**src/hdl/rdlc_pkg.sv**
```systemverilog
// shared constants and controller/datapath interface types for the
// range distinct letter counter; no dependencies
package rdlc_pkg;

  // string length and alphabet size
  localparam int SIZE    = 1024;
  localparam int LETTERS = 26;

  // field and storage widths
  localparam int ADDR_W = $clog2(SIZE);
  localparam int IDX_W  = ADDR_W + 1;
  localparam int LET_W  = 5;
  localparam int CNT_W  = $clog2(SIZE + 1);
  localparam int ROW_W  = LETTERS * CNT_W;
  localparam int OUT_W  = 5;

  // letter code of an empty slot
  localparam logic [LET_W-1:0] LET_EMPTY = LET_W'(LETTERS);

  // request actions
  localparam logic ACT_SET   = 1'b0;
  localparam logic ACT_QUERY = 1'b1;

  // commands from controller to datapath
  typedef struct packed {
    logic load;       // capture a new request
    logic clr_wr;     // write reset values at clear pointer
    logic let_rd;     // read letter slot at position
    logic let_cap;    // capture old letter, start update walk
    logic let_wr;     // write new letter at position
    logic upd_rd;     // read tree row at update index
    logic upd_wr;     // write modified row, step update index
    logic q_init_hi;  // clear sums, start walk at right end + 1
    logic q_init_lo;  // start walk at left end
    logic q_rd;       // read tree row at query index - 1
    logic q_acc_hi;   // add row into upper prefix sums
    logic q_acc_lo;   // add row into lower prefix sums
    logic emit;       // count letters and present result
  } rdlc_cmd_t;

  // status from datapath to controller
  typedef struct packed {
    logic clr_last;   // clear pointer at last row
    logic set_skip;   // set request changes nothing
    logic upd_done;   // update walk left the tree
    logic walk_zero;  // query walk index reached zero
    logic q_empty;    // left end beyond right end
  } rdlc_sts_t;

endpackage

```
**src/hdl/rdlc_ctrl.sv**
```systemverilog
// controller state machine: clearing pass, set update walk, query walks
// depends on rdlc_pkg
module rdlc_ctrl (
  input  logic                clk,
  input  logic                rst_n,
  input  logic                start,
  input  logic                in_action,
  output logic                busy,
  input  rdlc_pkg::rdlc_sts_t sts,
  output rdlc_pkg::rdlc_cmd_t cmd
);

  import rdlc_pkg::*;

  typedef enum logic [3:0] {
    ST_CLEAR,
    ST_IDLE,
    ST_SET_RD,
    ST_SET_CHK,
    ST_UPD_RD,
    ST_UPD_WR,
    ST_SET_WR,
    ST_Q_INIT,
    ST_QH_RD,
    ST_QH_ACC,
    ST_QL_RD,
    ST_QL_ACC,
    ST_Q_CNT
  } state_t;

  state_t state_r;
  state_t state_nxt;

  // next state and commands
  always_comb begin
    state_nxt = state_r;
    cmd       = '0;
    case (state_r)
      ST_CLEAR: begin
        cmd.clr_wr = 1'b1;
        if (sts.clr_last) begin
          state_nxt = ST_IDLE;
        end
      end
      ST_IDLE: begin
        if (start) begin
          cmd.load  = 1'b1;
          state_nxt = (in_action == ACT_SET) ? ST_SET_RD : ST_Q_INIT;
        end
      end
      ST_SET_RD: begin
        cmd.let_rd = 1'b1;
        state_nxt  = ST_SET_CHK;
      end
      ST_SET_CHK: begin
        cmd.let_cap = 1'b1;
        state_nxt   = sts.set_skip ? ST_IDLE : ST_UPD_RD;
      end
      ST_UPD_RD: begin
        if (sts.upd_done) begin
          state_nxt = ST_SET_WR;
        end else begin
          cmd.upd_rd = 1'b1;
          state_nxt  = ST_UPD_WR;
        end
      end
      ST_UPD_WR: begin
        cmd.upd_wr = 1'b1;
        state_nxt  = ST_UPD_RD;
      end
      ST_SET_WR: begin
        cmd.let_wr = 1'b1;
        state_nxt  = ST_IDLE;
      end
      ST_Q_INIT: begin
        cmd.q_init_hi = 1'b1;
        state_nxt     = sts.q_empty ? ST_Q_CNT : ST_QH_RD;
      end
      ST_QH_RD: begin
        if (sts.walk_zero) begin
          cmd.q_init_lo = 1'b1;
          state_nxt     = ST_QL_RD;
        end else begin
          cmd.q_rd  = 1'b1;
          state_nxt = ST_QH_ACC;
        end
      end
      ST_QH_ACC: begin
        cmd.q_acc_hi = 1'b1;
        state_nxt    = ST_QH_RD;
      end
      ST_QL_RD: begin
        if (sts.walk_zero) begin
          state_nxt = ST_Q_CNT;
        end else begin
          cmd.q_rd  = 1'b1;
          state_nxt = ST_QL_ACC;
        end
      end
      ST_QL_ACC: begin
        cmd.q_acc_lo = 1'b1;
        state_nxt    = ST_QL_RD;
      end
      ST_Q_CNT: begin
        cmd.emit  = 1'b1;
        state_nxt = ST_IDLE;
      end
      default: begin
        state_nxt = ST_IDLE;
      end
    endcase
  end

  // state register
  always_ff @(posedge clk) begin
    if (!rst_n) begin
      state_r <= ST_CLEAR;
    end else begin
      state_r <= state_nxt;
    end
  end

  assign busy = (state_r != ST_IDLE);

endmodule

```
**config.mk**
```make
export PLATFORM = sky130hd
export DESIGN_NAME = rdlc_ctrl
export DESIGN_NICKNAME = d
export VERILOG_FILES = /design/src/hdl/rdlc_pkg.sv /design/src/hdl/rdlc_ctrl.sv
export SDC_FILE = /design/constraint.sdc
export NUM_CORES = 1
export LEC_CHECK = 0
export BUFFER_PORTS_ARGS = -buffer_cell sky130_fd_sc_hd__buf_2
export CAP_MARGIN = 5
export CORE_AREA = 2 2 39 41
export DETAILED_ROUTE_END_ITERATION = 8
export DIE_AREA = 0 0 41 43
export PLACE_DENSITY_LB_ADDON = 0.3
export SYNTH_ARGS = -nofsm -noshare
export SYNTH_HDL_FRONTEND = slang
export SYNTH_SLANG_ARGS = --single-unit
export TNS_END_PERCENT = 10
```
**constraint.sdc**
```tcl
create_clock -name clk -period 2.1 [get_ports clk]
set_input_delay 0.42 -clock clk [delete_from_list [all_inputs] [get_ports clk]]
set_output_delay 0.42 -clock clk [all_outputs]
set_load 0.005 [all_outputs]
```
Word-level counts from Yosys, hierarchy flattened
Index checks and enable logic that the tools add are counted.

Equality and inequality tests: 15. Multiplexer cells: 26. Reductions and logical operators: 3.

Operator list (count): one-hot mux 4 bit (11 select lines) (1); equality test 4 bit (second input constant) (5); 2-to-1 mux 1 bit (17); equality test 4 x 3 -> 1 bit (second input constant) (4); 2-to-1 mux 3 bit (4); equality test 4 x 2 -> 1 bit (second input constant) (2); 2-to-1 mux 4 bit (2); equality test 4 x 1 -> 1 bit (second input constant) (1); logical NOT 4 bit (1); 2-to-1 mux 2 bit (2); inequality test 2 bit (second input constant) (2); inequality test 4 x 1 -> 1 bit (second input constant) (1); AND reduction 2 bit (1); OR reduction 2 bit (1).

Register bits after elaboration: 4. Bits of input ports: 9. Output and inout port bits: 14. Word-level logic and storage cells: 45.

Longest topological paths before layout
Depth after elaboration: 3. Gate-level depth with buffers: 6. Depth with buffers taken out: 4.

Least setup slack after synthesis
No wires, ideal clock.

Path kind: flip-flop to output port. Start point: register state_r[0]. End point: output port cmd[11] (netlist bit). Arrival time: 1025 ps. Required time: 1680 ps. Setup slack: 655 ps. Cell stages (with the launch flop): 5. Path through: dfxtp_1 buf_4 or2_2 clkbuf_1 nor3_1.

RTL lines: from (decl) (line rdlc_ctrl.sv:31) `state_t state_r;`; from (signal assigned) (line rdlc_ctrl.sv:119) `state_r <= state_nxt;`; to (decl) (line rdlc_ctrl.sv:10) `output rdlc_pkg::rdlc_cmd_t cmd`.

==> results.md <==
- Share of post-route cells with drive strength above 1: 33.7%
- Final instance area: roughly 530 sq um
- Setup TNS: 0 ps
- Setup repair bufs after CTS: 0
- Setup Crit Path Kind: reg -> out
- Starting density of the core: between 20% and 30%
- Antenna violations before repair: 0
- Async set-or-reset flop fraction in the synthesized netlist: 0%
- Headroom to the max-slew limit: a little under three quarters
- Root buf cell: clkbuf_4
- Setup violations, final: 0
- Total Nets Final: 94
- Syn Std Cell Area: 409 sq um
- Worst-case clock buffer depth: 2
- Global-route wire length before repair: 1.60 mm
- Synthesized netlist net count: 72
- Outcome: complete, no violations
- Biggest register: state_r
- Vias: between 400 and 500
- Clock Pin Slew Worst Setup and Hold Paths: roughly 40 ps
- Synthesized area per cell: 6.49 sq um
- H-tree levels: 1
- Count of nets left with antenna violations after detail routing: 0
- Number of violations reported at the end of detailed-routing iteration 0: 7
- Total number of yosys warnings: 0
- Synth-to-layout area growth: 29.7%
- Predominant post-synthesis flop cell: dfxtp_1
- Number of buffers created by CTS: 3
- Slew at the pin with the worst max-slew slack: 427 ps
- Share of the clock period used by the worst path after layout: between 80% and 90%
- Max Clock Skew: 1.09 ps
- Leakage power: roughly 0.26 nW
- Number of clock sinks: 4
- Post-detailed-route wirelength per cell: 11.3 um
- Maximum fanout along the worst path: 12
- Wire length reported by the detailed router: 1.12 mm
- Number of distinct standard cells referenced by the synthesized netlist: 27
- Detailed placer's ending HPWL: 858 um
- Number of global-route vias before repair: 392
- Worst hold path type: in -> reg
- Crit path required time: 1680 ps
- Post-synthesis cell count: 63
- Chip height: 43 um
- TritonCTS clock tree: done
- Total of cells resized after clock tree synthesis: 0
- Die ar.: 0.00176 sq mm
- Final-layout fill cell count: around 170
- Largest regs: state_r: 4 flops
- Shortest period the worst path allows: 1800 ps
- Highest ir drop seen on vdd: 0.213 mV
- Register bit count reported by yosys: 4
- Number of flip-flops in the largest register: 4
- Critical path launch point type: flip-flop
- Portion of the post-synthesis area used by sequential elements: approximately a fifth
- Detailed-route vias per instance: 4.92
- Gpl congestion: about 0.8
- Top-level port count: 23
- Count of input and output buffers: 22
- Area after DPL: around 510 sq um
- Power density normalized to cell area: 449 mW/mm^2
- Clock latency on the worst-skew pair: 230 ps
- DRC violation count after routing: 0
- Gr ovfl total: 0
- Antenna fix cells: 0
- Area of the core: 0.00138 sq mm
- Number of violations of the max-capacitance limit: 0
- Max-slew violation total from the final report: 0
- Post-CTS Hold Fix Bufs: 0
- Final count of hold timing violations: 0
- Pin count of the biggest net entering global routing: 15
- Pre-antenna DRT Iters: 4
- Chip Width: 41 um
- Endpoint kind of the worst setup timing path: output pin
- RSZ-0062 raised after global routing: false
- Count of flip-flops with a built-in enable after synthesis: 0
- GR Util All Layers: 13.3%
- Maximum clock frequency: ~0.55 GHz
- Endpoint arrival time on the critical path: 1380 ps
- Num rows: 14
layout by cell type (no fill, tap or decap):
| master | Yosys | routed |
|---|---|---|
| nor3_1 | 6 | 6 |
| nand2_1 | 7 | 7 |
| nor2_1 | 10 | 10 |
| and3_1 | 1 | 1 |
| inv_1 | 3 | 3 |
| dfxtp_1 | 4 | 4 |
| or3b_1 | 1 | 1 |
| nand2b_4 | 1 | 1 |
| clkbuf_4 | 0 | 3 |
| o21ai_1 | 1 | 1 |
| and3b_4 | 1 | 1 |
| nand3_1 | 1 | 1 |
| or2_2 | 1 | 1 |
| o22ai_1 | 1 | 1 |
| buf_2 | 1 | 22 |
| and2_1 | 2 | 2 |
| o21bai_1 | 1 | 1 |
| o41ai_1 | 1 | 1 |
| nor2b_1 | 2 | 2 |
| o221a_1 | 1 | 1 |
| a21oi_1 | 5 | 5 |
| nand2b_1 | 3 | 3 |
| o211ai_1 | 1 | 1 |
| o32a_1 | 1 | 1 |
| o21ai_0 | 3 | 3 |
critical path, cell delays in order, from the launching register on:
cell,delay [ps]
dfxtp_1,550
nor2b_1,310
and3_1,190
buf_2,110
layout make-up:
class / count / area (sq um) / area share [%]
inverters: 3 / 11.3 / 2.12
clock buffers: 3 / 22.5 / 4.25
multi-input cells: 51 / 287 / 54.0
flip-flops and latches: 4 / 80.1 / 15.1
well taps: 16 / 20.0 / 3.77
repair buffers: 22 / 110 / 20.8
worst paths after layout:
kind	end	slack (ps)	start	cells past startpoint
setup / recovery	cmd[12]	300	state_r[0]$_SDFFE_PN0P_	3
hold / removal	state_r[3]$_SDFFE_PN0P_	440	rst_n	2
setup reg to reg	state_r[1]$_SDFFE_PN0P_	560	state_r[0]$_SDFFE_PN0P_	4
hold reg to reg	state_r[2]$_SDFFE_PN0P_	740	state_r[3]$_SDFFE_PN0P_	3
metal layers:
metal | wire (um) | up-vias | GRT usage, % | share of wire (%)
li1 | - | 259 | - | -
met1 | 521 | 207 | 18.0 | 46
met2 | 505 | 19 | 19.1 | 45
met3 | 82 | 2 | 1.57 | 7.3
met4 | 14 | 0 | 8.00 | 1.2
met5 | 0 | - | 0 | 0
cells by family after synthesis:
group,Yosys count,share of synthesized area (%)
AOI/OAI and AO/OA,15,23.5
buffers and inverters,8,10.4
DFF,4,19.6
and+or+nand+nor,36,46.5
report_power, final:
part	internal [mW]	switching, mW	total, mW
logic	0.0279	0.0286	0.0565
registers	0.0795	0.00953	0.0890
clock network	0.0638	0.0288	0.0925
synthesized netlist by cell type, drive strengths merged (2+ instances only):
cell / number / area share [%]
o21ai: 4 / 4.9
clkbuf: 2 / 1.8
nor2b: 2 / 3.1
nor2: 10 / 9.2
buf: 3 / 5.8
inv: 3 / 2.8
nand2: 7 / 6.4
dfxtp: 4 / 20
and2: 2 / 3.1
a21oi: 5 / 6.1
nor3: 6 / 7.3
nand2b: 4 / 8.0
metrics by stage:
step | worst slack [ps] | hold slack, ps | power [mW] | instances | utilization (%)
after floorplan | 655 | 542 | 0.126 | 63 | -
after detailed placement | 555 | 679 | 0.147 | 96 | 36.7
after global routing | 208 | 446 | 0.252 | 99 | 38.3
final | 298 | 442 | 0.238 | 99 | 38.3
after CTS | 301 | 437 | 0.245 | 99 | 38.3
after global placement | 614 | 682 | 0.145 | 96 | 36.7
Note: power is estimated with default switching activity, not from simulation.
